**src/pcm_peak_level_meter_top_macros.svh**
```systemverilog
// assertion macros shared by the peak level meter modules
`ifndef PCM_PEAK_LEVEL_METER_TOP_MACROS_SVH
`define PCM_PEAK_LEVEL_METER_TOP_MACROS_SVH

// property checked on every clock outside reset
`define PPLM_ASSERT(label, prop, msg) \
  label: assert property (@(posedge clk) disable iff (!rst_n) (prop)) else $error(msg);

// consequence required in the cycle after the trigger
`define PPLM_ASSERT_NEXT(label, ante, cons, msg) \
  label: assert property (@(posedge clk) disable iff (!rst_n) (ante) |=> (cons)) \
    else $error(msg);

`endif

```
**src/pplm_pkg.sv**
```systemverilog
// types and constants of the pcm peak level meter
package pplm_pkg;

  typedef struct packed {
    logic [7:0] data_byte;
    logic       last_byte;
  } pplm_in_t;

  typedef struct packed {
    logic [6:0] level_percent;
    logic [7:0] source_level_id;
  } pplm_out_t;

  typedef enum logic [2:0] {
    CFG_SAMPLE_WIDTH_16 = 3'd0,
    CFG_SAMPLE_KIND     = 3'd1,
    CFG_BIG_ENDIAN      = 3'd2,
    CFG_CHANNEL_COUNT   = 3'd3,
    CFG_SOURCE_ID       = 3'd4
  } pplm_cfg_idx_t;

  localparam logic [1:0] KIND_UNSIGNED = 2'd0;
  localparam logic [1:0] KIND_SIGNED   = 2'd1;

  // sample format, encoded as {16-bit, signed}
  typedef enum logic [1:0] {
    FMT_U8  = 2'd0,
    FMT_S8  = 2'd1,
    FMT_U16 = 2'd2,
    FMT_S16 = 2'd3
  } pplm_fmt_t;

  typedef struct packed {
    logic       sample_width_16;
    logic [1:0] sample_kind;
    logic       big_endian;
    logic [3:0] channel_count;
    logic [7:0] source_id;
  } pplm_cfg_t;

  typedef struct packed {
    logic [15:0] peak;
    pplm_fmt_t   fmt;
    logic [7:0]  sid;
  } pplm_peak_t;

  localparam int IDX_W  = 5;
  localparam int PROD_W = 23;

  localparam logic [15:0] FS_U8  = 16'd255;
  localparam logic [15:0] FS_S8  = 16'd127;
  localparam logic [15:0] FS_U16 = 16'd65535;
  localparam logic [15:0] FS_S16 = 16'd32767;

  localparam logic [4:0] SHIFT_U8  = 5'd8;
  localparam logic [4:0] SHIFT_S8  = 5'd7;
  localparam logic [4:0] SHIFT_U16 = 5'd16;
  localparam logic [4:0] SHIFT_S16 = 5'd15;

  localparam logic [6:0] PCT_SCALE = 7'd100;

endpackage

```
**src/pcm_peak_level_meter_top.sv**
```systemverilog
// top level of the pcm peak level meter
//
// PCM peak level meter. One raw PCM byte is taken per transaction on the in_
// channel, with last_byte set on the final byte of a buffer. Bytes are built
// into 8-bit or 16-bit samples (16-bit in either byte order), signed samples
// become magnitudes, and the largest magnitude over all complete frames of
// channel_count samples is kept; bytes of a partial final frame do not count.
// On the final byte the peak is clamped to full scale (255, 127, 65535 or
// 32767) and one out_ transaction carries floor(peak * 100 / full_scale) with
// the configured source id. An unsupported sample_kind gives no result but
// the final byte still clears the buffer state. Rate: one byte per clock
// while in_ready is high, set by the peak tracking register loop; a result
// goes from the peak register through the clamp and multiply stage and the
// divide-by-full-scale stage into the output register. in_ready drops, for
// any byte, only while three results are pending (peak register, scaling
// stage and output register all full) and out_ready is low.
// Configuration writes are always taken (cfg_ready tied high) and must be
// made only while no result is pending; indexes above 4 are ignored.

module pcm_peak_level_meter_top #(
  parameter int MAX_CHANNELS = 8
) (
  input  logic                clk,
  input  logic                rst_n,
  // byte input
  input  logic                in_valid,
  output logic                in_ready,
  input  pplm_pkg::pplm_in_t  in_data,
  // level results
  output logic                out_valid,
  input  logic                out_ready,
  output pplm_pkg::pplm_out_t out_data,
  // configuration writes
  input  logic                cfg_valid,
  output logic                cfg_ready,
  input  logic [2:0]          cfg_index,
  input  logic [7:0]          cfg_data
);

  pplm_pkg::pplm_cfg_t  cfg_r, cfg_nxt;
  logic                 pk_valid;
  logic                 pk_ready;
  pplm_pkg::pplm_peak_t pk_data;

  // register file never stalls
  assign cfg_ready = 1'b1;

  always_comb begin
    cfg_nxt = cfg_r;
    if (cfg_valid && cfg_ready) begin
      unique case (pplm_pkg::pplm_cfg_idx_t'(cfg_index))
        pplm_pkg::CFG_SAMPLE_WIDTH_16: cfg_nxt.sample_width_16 = cfg_data[0];
        pplm_pkg::CFG_SAMPLE_KIND:     cfg_nxt.sample_kind     = cfg_data[1:0];
        pplm_pkg::CFG_BIG_ENDIAN:      cfg_nxt.big_endian      = cfg_data[0];
        pplm_pkg::CFG_CHANNEL_COUNT:   cfg_nxt.channel_count   = cfg_data[3:0];
        pplm_pkg::CFG_SOURCE_ID:       cfg_nxt.source_id       = cfg_data;
        // unmapped indexes write nothing
        default:                       cfg_nxt = cfg_r;
      endcase
    end
  end

  always_ff @(posedge clk) begin
    if (!rst_n) begin
      cfg_r.sample_width_16 <= 1'b0;
      cfg_r.sample_kind     <= pplm_pkg::KIND_UNSIGNED;
      cfg_r.big_endian      <= 1'b0;
      cfg_r.channel_count   <= 4'd1;
      cfg_r.source_id       <= 8'd0;
    end else begin
      cfg_r <= cfg_nxt;
    end
  end

  // sample assembly and peak tracking, one byte per clock while in_ready is high
  pplm_frame_peak #(
    .MAX_CHANNELS(MAX_CHANNELS)
  ) u_frame_peak (
    .clk      (clk),
    .rst_n    (rst_n),
    .cfg      (cfg_r),
    .in_valid (in_valid),
    .in_ready (in_ready),
    .in_data  (in_data),
    .pk_valid (pk_valid),
    .pk_ready (pk_ready),
    .pk_data  (pk_data)
  );

  // clamp, scale to percent, output register
  pplm_scale u_scale (
    .clk       (clk),
    .rst_n     (rst_n),
    .pk_valid  (pk_valid),
    .pk_ready  (pk_ready),
    .pk_data   (pk_data),
    .out_valid (out_valid),
    .out_ready (out_ready),
    .out_data  (out_data)
  );

endmodule

```
**src/pplm_frame_peak.sv**
```systemverilog
// byte assembly, magnitude and frame/buffer peak tracking
`include "pcm_peak_level_meter_top_macros.svh"

module pplm_frame_peak #(
  parameter int MAX_CHANNELS = 8
) (
  input  logic                 clk,
  input  logic                 rst_n,
  input  pplm_pkg::pplm_cfg_t  cfg,
  input  logic                 in_valid,
  output logic                 in_ready,
  input  pplm_pkg::pplm_in_t   in_data,
  output logic                 pk_valid,
  input  logic                 pk_ready,
  output pplm_pkg::pplm_peak_t pk_data
);

  localparam int FB_W = $clog2(2 * MAX_CHANNELS + 1);
  localparam logic [4:0] MAX_CH = 5'(MAX_CHANNELS);

  logic [15:0]                  buffer_peak_r, buffer_peak_nxt;
  logic [15:0]                  frame_peak_r, frame_peak_nxt;
  logic [7:0]                   held_r, held_nxt;
  logic [pplm_pkg::IDX_W-1:0]   idx_r, idx_nxt;
  logic                         pk_valid_r, pk_valid_nxt;
  pplm_pkg::pplm_peak_t         pk_data_r, pk_data_nxt;

  logic                         accept;
  logic                         supported;
  logic                         is_signed;
  logic [4:0]                   ch;
  logic [FB_W-1:0]              frame_bytes;
  logic [15:0]                  raw;
  logic [15:0]                  mag;
  logic                         sample_done;
  logic [15:0]                  fpk;
  logic [15:0]                  bpk;
  logic [pplm_pkg::IDX_W-1:0]   idx_inc;
  logic                         frame_done;
  logic                         last_acc;
  logic                         cleared;

  assign accept   = in_valid && in_ready;
  assign in_ready = !pk_valid_r || pk_ready;
  assign pk_valid = pk_valid_r;
  assign pk_data  = pk_data_r;
  assign last_acc = accept && in_data.last_byte;
  assign cleared  = (buffer_peak_r == 16'd0) && (frame_peak_r == 16'd0) && (idx_r == '0);

  always_comb begin
    supported = (cfg.sample_kind == pplm_pkg::KIND_UNSIGNED) ||
                (cfg.sample_kind == pplm_pkg::KIND_SIGNED);
    is_signed = (cfg.sample_kind == pplm_pkg::KIND_SIGNED);

    // zero channels counts as one, too many saturate
    if (cfg.channel_count == 4'd0) begin
      ch = 5'd1;
    end else if ({1'b0, cfg.channel_count} > MAX_CH) begin
      ch = MAX_CH;
    end else begin
      ch = {1'b0, cfg.channel_count};
    end
    frame_bytes = cfg.sample_width_16 ? FB_W'({ch, 1'b0}) : FB_W'(ch);

    if (!cfg.sample_width_16) begin
      raw = {8'd0, in_data.data_byte};
    end else if (cfg.big_endian) begin
      raw = {held_r, in_data.data_byte};
    end else begin
      raw = {in_data.data_byte, held_r};
    end

    if (!is_signed) begin
      mag = raw;
    end else if (cfg.sample_width_16) begin
      mag = raw[15] ? 16'(~raw + 16'd1) : raw;
    end else begin
      mag = raw[7] ? {8'd0, 8'(~raw[7:0] + 8'd1)} : raw;
    end

    sample_done = !cfg.sample_width_16 || idx_r[0];
    fpk = frame_peak_r;
    if (sample_done && (mag > frame_peak_r)) begin
      fpk = mag;
    end

    idx_inc    = idx_r + pplm_pkg::IDX_W'(1);
    frame_done = {1'b0, idx_inc} >= 6'(frame_bytes);

    bpk = buffer_peak_r;
    if (frame_done && (fpk > buffer_peak_r)) begin
      bpk = fpk;
    end

    buffer_peak_nxt = buffer_peak_r;
    frame_peak_nxt  = frame_peak_r;
    held_nxt        = held_r;
    idx_nxt         = idx_r;
    if (accept) begin
      if (supported) begin
        buffer_peak_nxt = bpk;
        frame_peak_nxt  = frame_done ? 16'd0 : fpk;
        idx_nxt         = frame_done ? '0 : idx_inc;
        if (cfg.sample_width_16 && !idx_r[0]) begin
          held_nxt = in_data.data_byte;
        end
      end
      // end of buffer starts the next one from scratch
      if (in_data.last_byte) begin
        buffer_peak_nxt = 16'd0;
        frame_peak_nxt  = 16'd0;
        held_nxt        = 8'd0;
        idx_nxt         = '0;
      end
    end

    pk_data_nxt      = pk_data_r;
    pk_valid_nxt     = pk_valid_r && !pk_ready;
    if (accept && in_data.last_byte && supported) begin
      pk_valid_nxt     = 1'b1;
      pk_data_nxt.peak = bpk;
      pk_data_nxt.fmt  = pplm_pkg::pplm_fmt_t'({cfg.sample_width_16, is_signed});
      pk_data_nxt.sid  = cfg.source_id;
    end
  end

  always_ff @(posedge clk) begin
    if (!rst_n) begin
      buffer_peak_r <= 16'd0;
      frame_peak_r  <= 16'd0;
      held_r        <= 8'd0;
      idx_r         <= '0;
      pk_valid_r    <= 1'b0;
    end else begin
      buffer_peak_r <= buffer_peak_nxt;
      frame_peak_r  <= frame_peak_nxt;
      held_r        <= held_nxt;
      idx_r         <= idx_nxt;
      pk_valid_r    <= pk_valid_nxt;
    end
  end

  always_ff @(posedge clk) begin
    pk_data_r <= pk_data_nxt;
  end

  `PPLM_ASSERT_NEXT(a_last_peak, last_acc && supported, pk_valid_r, "final byte gave no peak")
  `PPLM_ASSERT_NEXT(a_last_clears, last_acc, cleared, "state not cleared after final byte")

endmodule

```
**src/pplm_scale.sv**
```systemverilog
// clamp to full scale and convert the peak to a percentage
`include "pcm_peak_level_meter_top_macros.svh"

module pplm_scale (
  input  logic                 clk,
  input  logic                 rst_n,
  input  logic                 pk_valid,
  output logic                 pk_ready,
  input  pplm_pkg::pplm_peak_t pk_data,
  output logic                 out_valid,
  input  logic                 out_ready,
  output pplm_pkg::pplm_out_t  out_data
);

  logic                          s2_valid_r, s2_valid_nxt;
  logic [pplm_pkg::PROD_W-1:0]   prod_r, prod_nxt;
  pplm_pkg::pplm_fmt_t           fmt_r, fmt_nxt;
  logic [7:0]                    sid_r, sid_nxt;
  logic                          out_valid_r, out_valid_nxt;
  pplm_pkg::pplm_out_t           out_data_r, out_data_nxt;

  logic                          out_adv;
  logic [15:0]                   fs;
  logic [15:0]                   clamped;
  logic [4:0]                    shift;
  logic [pplm_pkg::PROD_W:0]     sum;
  logic                          pct_ok;

  assign out_adv   = out_ready || !out_valid_r;
  assign pk_ready  = !s2_valid_r || out_adv;
  assign out_valid = out_valid_r;
  assign out_data  = out_data_r;
  assign pct_ok    = out_data_r.level_percent <= pplm_pkg::PCT_SCALE;

  always_comb begin
    unique case (pk_data.fmt)
      pplm_pkg::FMT_U8:  fs = pplm_pkg::FS_U8;
      pplm_pkg::FMT_S8:  fs = pplm_pkg::FS_S8;
      pplm_pkg::FMT_U16: fs = pplm_pkg::FS_U16;
      pplm_pkg::FMT_S16: fs = pplm_pkg::FS_S16;
      default:           fs = pplm_pkg::FS_U8;
    endcase
    clamped  = (pk_data.peak > fs) ? fs : pk_data.peak;
    prod_nxt = pplm_pkg::PROD_W'(clamped) * pplm_pkg::PROD_W'(pplm_pkg::PCT_SCALE);
    fmt_nxt  = pk_data.fmt;
    sid_nxt  = pk_data.sid;

    s2_valid_nxt = s2_valid_r && !out_adv;
    if (pk_valid && pk_ready) begin
      s2_valid_nxt = 1'b1;
    end

    // full scale is 2^k - 1: q = (n + (n >> k) + 1) >> k, exact for q below 2^k
    unique case (fmt_r)
      pplm_pkg::FMT_U8:  shift = pplm_pkg::SHIFT_U8;
      pplm_pkg::FMT_S8:  shift = pplm_pkg::SHIFT_S8;
      pplm_pkg::FMT_U16: shift = pplm_pkg::SHIFT_U16;
      pplm_pkg::FMT_S16: shift = pplm_pkg::SHIFT_S16;
      default:           shift = pplm_pkg::SHIFT_U8;
    endcase
    sum = (pplm_pkg::PROD_W+1)'(prod_r) + (pplm_pkg::PROD_W+1)'(prod_r >> shift) +
          (pplm_pkg::PROD_W+1)'(1);

    out_data_nxt  = out_data_r;
    out_valid_nxt = out_valid_r && !out_ready;
    if (s2_valid_r && out_adv) begin
      out_valid_nxt                = 1'b1;
      out_data_nxt.level_percent   = 7'(sum >> shift);
      out_data_nxt.source_level_id = sid_r;
    end
  end

  always_ff @(posedge clk) begin
    if (!rst_n) begin
      s2_valid_r  <= 1'b0;
      out_valid_r <= 1'b0;
    end else begin
      s2_valid_r  <= s2_valid_nxt;
      out_valid_r <= out_valid_nxt;
    end
  end

  always_ff @(posedge clk) begin
    if (pk_valid && pk_ready) begin
      prod_r <= prod_nxt;
      fmt_r  <= fmt_nxt;
      sid_r  <= sid_nxt;
    end
    out_data_r <= out_data_nxt;
  end

  `PPLM_ASSERT(a_pct_range, !out_valid_r || pct_ok, "level above 100 percent")
  `PPLM_ASSERT_NEXT(a_s2_moves, s2_valid_r && out_adv, out_valid_r, "scaled peak lost")

endmodule
```
**config.mk**
```make
export PLATFORM = sky130hd
export DESIGN_NAME = pcm_peak_level_meter_top
export DESIGN_NICKNAME = d
export VERILOG_FILES = /design/src/pplm_pkg.sv /design/src/pcm_peak_level_meter_top.sv /design/src/pplm_frame_peak.sv /design/src/pplm_scale.sv
export VERILOG_INCLUDE_DIRS = /design/src /design/src/src
export SDC_FILE = /design/constraint.sdc
export NUM_CORES = 1
export LEC_CHECK = 0
export BUFFER_PORTS_ARGS = -buffer_cell sky130_fd_sc_hd__buf_2
export CORE_ASPECT_RATIO = 0.7
export CORE_MARGIN = 2
export CORE_UTILIZATION = 60
export CTS_BUF_LIST = sky130_fd_sc_hd__clkbuf_8
export CTS_CLUSTER_DIAMETER = 120
export DETAILED_ROUTE_END_ITERATION = 10
export PLACE_DENSITY = 0.87
export SLEW_MARGIN = 20
export SYNTH_ARGS = -nofsm -noshare
export SYNTH_HDL_FRONTEND = slang
export SYNTH_SLANG_ARGS = --single-unit
export TNS_END_PERCENT = 10
```
**constraint.sdc**
```tcl
create_clock -name clk -period 10.9 [get_ports clk]
set_input_delay 1.09 -clock clk [delete_from_list [all_inputs] [get_ports clk]]
set_output_delay 1.09 -clock clk [all_outputs]
set_load 0.05 [all_outputs]
```
==> out/results.ini <==
[synthesis]
synth-main-ff-cell=edfxtp_1
ys_async_sr_fraction=0
syn_area_per_cell_sq_um=9.16
synth-edff-count=72
seq_area_frac_synth=0.326
syn_nets=1316
synth-seq-cells=136
synth.distinct_cells=84
synthCells=1153
synth_area_sq_um=10600
yosysWarningCount=0

[pwr]
p_leak_nw=4.81
sw_frac_of_total=0.411
p_sw_mw=0.884
combPwrFrac=0.482
powerDensity_nw_per_um2=190
p_int_mw=1.27
ir_drop_mv=0.136
p_clk_frac=0.210
seqPwrFrac=0.307

[cts]
cts_resized=0
clk_pin_slew_ps=90
ctsLongestPathBuffers=2
cts.sinks=136
clock_latency_ps=460
holdBufCountCts=0
post-cts-setup-buffers=0
h-tree-depth=4
cts_tree=yes
clock-root-buffer=clkbuf_8
numCtsBuffers=17

[placement]
io_buffers=41
place.detailed.hpwl_microns=19100
dp_cells=1386
routabilityCongestion=1.01
dp_slack_ps=2960

[finish]
fillers=1344
stdcell_count=1418
layout.cells.most_common=ha_1
syn2layout_area_growth_pct=7.21
antennaDiodeCount=0
layout.nets=1337
fin_util=0.658
final_cell_mix=127 x ha_1, 119 x nand2_1, 84 x nor2_1
drive_above_1_share=0.106

[sta]
setup_tns_ps=0
tightestPinTransition_ps=1060
holdWs_ps=424
setup_viol=0
worst_slack_ps=2750
clock_skew_ps=15.8
finalHoldViolCount=0
finalCritPeriodShare=0.747
max-slew-margin-rel=0.295
max_freq_mhz=123
grt_setup_unrepaired=no
final.min_clock_period_ps=8150
drv_slew=0

[worst_setup_path]
end_kind=flop
path_buf_inv=3
cp.required_ps=11250
r2r_slack_ps=2750
path_depth=30
path_delay_family=compound AO/OA/AOI/OAI gates
reg2reg_depth=30
r2r-start=cfg_r[12]$_SDFFE_PN0P_
crit_arrival_ps=8500
start_kind=flop
slowest_delay_ps=810
critPathMostFrequentCell=a21o_1
critPathSlowestCell=dfxtp_1
reg2reg_to=u_frame_peak.buffer_peak_r[7]$_SDFFE_PN0P_
cp_max_fo=33
critPathKind=flop to flop

[detailed_routing]
avgRoutedWirePerCell_microns=17.8
drt_iter0_drc=922
route.detailed.drc=0
drt_wl_total_microns=25200
ant_nets=0
via_count=8743
drtPass1Iterations=5
via_per_inst=6.17

[global_routing]
grt_pass1_wl_microns=40900
grt_start_max_net_pins=41
grt_pass1_vias=8177
grt_overflow_total=0
grtUsageTotal=0.276
grt_antenna_before_repair=0

[min_path]
hp-class=flop to flop
holdPathStages=0
worstHoldStart=u_frame_peak.pk_data[1]$_DFFE_PP_
holdPathEnd=u_scale.sid_r[1]$_DFFE_PP_

[run_status]
status=completed

[floorplan]
die_h_microns=115
core_sq_um=17200
dieArea_sq_um=18700
std_cell_rows=40
fp.dieW_microns=163
start_util=0.614
ios=43

[flow_run]
drv_cap=0

## power by group through the flow
| stage | logic (mW) | registers (mW) | clock network, mW |
|---|---|---|---|
| final | 1.04 | 0.662 | 0.453 |
| after global routing | 1.16 | 0.663 | 0.478 |
| after CTS | 1.03 | 0.658 | 0.456 |
| after detailed placement | 1.01 | 0.670 | 0 |
| after global placement | 0.977 | 0.667 | 0 |
| after floorplan | 0.793 | 0.655 | 0 |
## per-stage QoR
stage | cell area, sq um | total power, mW
floorplan | 10600 | 1.45
global route | 11300 | 2.30
finish | 11300 | 2.15
detailed placement | 10900 | 1.68
global placement | 10900 | 1.64
CTS | 11300 | 2.14
## cells by family after synthesis
group	after synthesis	synth area share
compound gates	284	0.181
simple gates	357	0.161
buf+inv	128	0.0504
other cells	1	0.000355
flops	136	0.326
xor+xnor	42	0.0348
mux	67	0.0753
fa+ha+maj	138	0.171
## registers in the layout, summed over array words and instances (netlist names)
register / flops
cfg_r: 16
u_frame_peak.buffer_peak_r: 16
u_frame_peak.frame_peak_r: 16
u_frame_peak.held_r: 8
u_frame_peak.idx_r: 5
u_frame_peak.pk_data: 26
u_frame_peak.pk_valid: 1
u_scale.fmt_r: 2
u_scale.out_data: 15
u_scale.out_valid: 1
u_scale.prod_r: 21
u_scale.s2_valid_r: 1
u_scale.sid_r: 8
## Yosys cell counts (all sizes together), types with 3 or more instances
| master | number | area (sq um) |
|---|---|---|
| buf | 16 | 111 |
| or3 | 3 | 18.8 |
| fa | 11 | 220 |
| clkbuf | 29 | 110 |
| o31ai | 4 | 30.0 |
| mux2 | 11 | 135 |
| o211ai | 11 | 82.6 |
| a22o | 3 | 26.3 |
| nor2b | 33 | 206 |
| a221oi | 5 | 67.6 |
| nand4 | 16 | 100 |
| a211o | 3 | 26.3 |
| a32oi | 4 | 35.0 |
| a21boi | 14 | 105 |
| o21a | 11 | 82.6 |
| dfxtp | 64 | 1280 |
| a22oi | 13 | 97.6 |
| mux4 | 7 | 158 |
| and3b | 3 | 26.3 |
| a2111oi | 3 | 51.3 |
| and3 | 6 | 37.5 |
| a211oi | 10 | 75.1 |
| nand2b | 13 | 88.8 |
| inv | 83 | 312 |
| o21bai | 4 | 41.3 |
| a21oi | 61 | 309 |
| and2 | 9 | 57.6 |
| nor4 | 3 | 25.0 |
| nand3 | 30 | 150 |
| mux2i | 49 | 503 |
| nor2 | 85 | 322 |
| nand2 | 120 | 453 |
| xnor2 | 29 | 254 |
| xor2 | 13 | 114 |
| or2 | 9 | 56.3 |
| a31oi | 5 | 31.3 |
| nor3 | 22 | 115 |
| o21ai | 82 | 410 |
| ha | 127 | 1590 |
| a21o | 30 | 225 |
| edfxtp | 72 | 2160 |
## area by class of cell
type / instances / area, sq um / area share
inverters: 83 / 312 / 0.0275
repair buffers: 47 / 250 / 0.0221
multi-input cells: 889 / 6600 / 0.582
clock inverters: 15 / 203 / 0.0179
well taps: 231 / 289 / 0.0255
flip-flops and latches: 136 / 3440 / 0.304
clock buffers: 17 / 234 / 0.0207
## layer usage
| metal | vias to the layer above | GRT usage | share of wire |
|---|---|---|---|
| met1 | 4073 | 0.392 | 0.46 |
| met5 | - | 0 | 0 |
| met3 | 58 | 0.0602 | 0.085 |
| met2 | 411 | 0.419 | 0.44 |
| met4 | 0 | 0.0956 | 0.021 |
| li1 | 4201 | - | - |
## worst reg2reg max path, delay by kind of cell, from the launching register on
family,cells,cell delay [ps]
AO/OA/AOI/OAI,13,3080
AND/OR/NAND/NOR,8,2220
flip-flops,1,810
adder cells (fa/ha/maj),3,700
multiplexers,2,660
buffers and inverters,3,480
XOR/XNOR,1,90
## worst max path at each step
stage | start | endpoint | slack (ps)
2_1_floorplan | in_data[1] | u_frame_peak.buffer_peak_r[11]$_SDFFE_PN0P_ | 3880
3_3_place_gp | in_data[1] | u_frame_peak.buffer_peak_r[7]$_SDFFE_PN0P_ | 3240
3_5_place_dp | cfg_r[12]$_SDFFE_PN0P_ | u_frame_peak.buffer_peak_r[10]$_SDFFE_PN0P_ | 2960
4_1_cts | cfg_r[12]$_SDFFE_PN0P_ | u_frame_peak.buffer_peak_r[10]$_SDFFE_PN0P_ | 2910
5_1_grt | cfg_r[12]$_SDFFE_PN0P_ | u_frame_peak.buffer_peak_r[7]$_SDFFE_PN0P_ | 2190
6_report | cfg_r[12]$_SDFFE_PN0P_ | u_frame_peak.buffer_peak_r[7]$_SDFFE_PN0P_ | 2750
(Power assumes the default switching activity.)
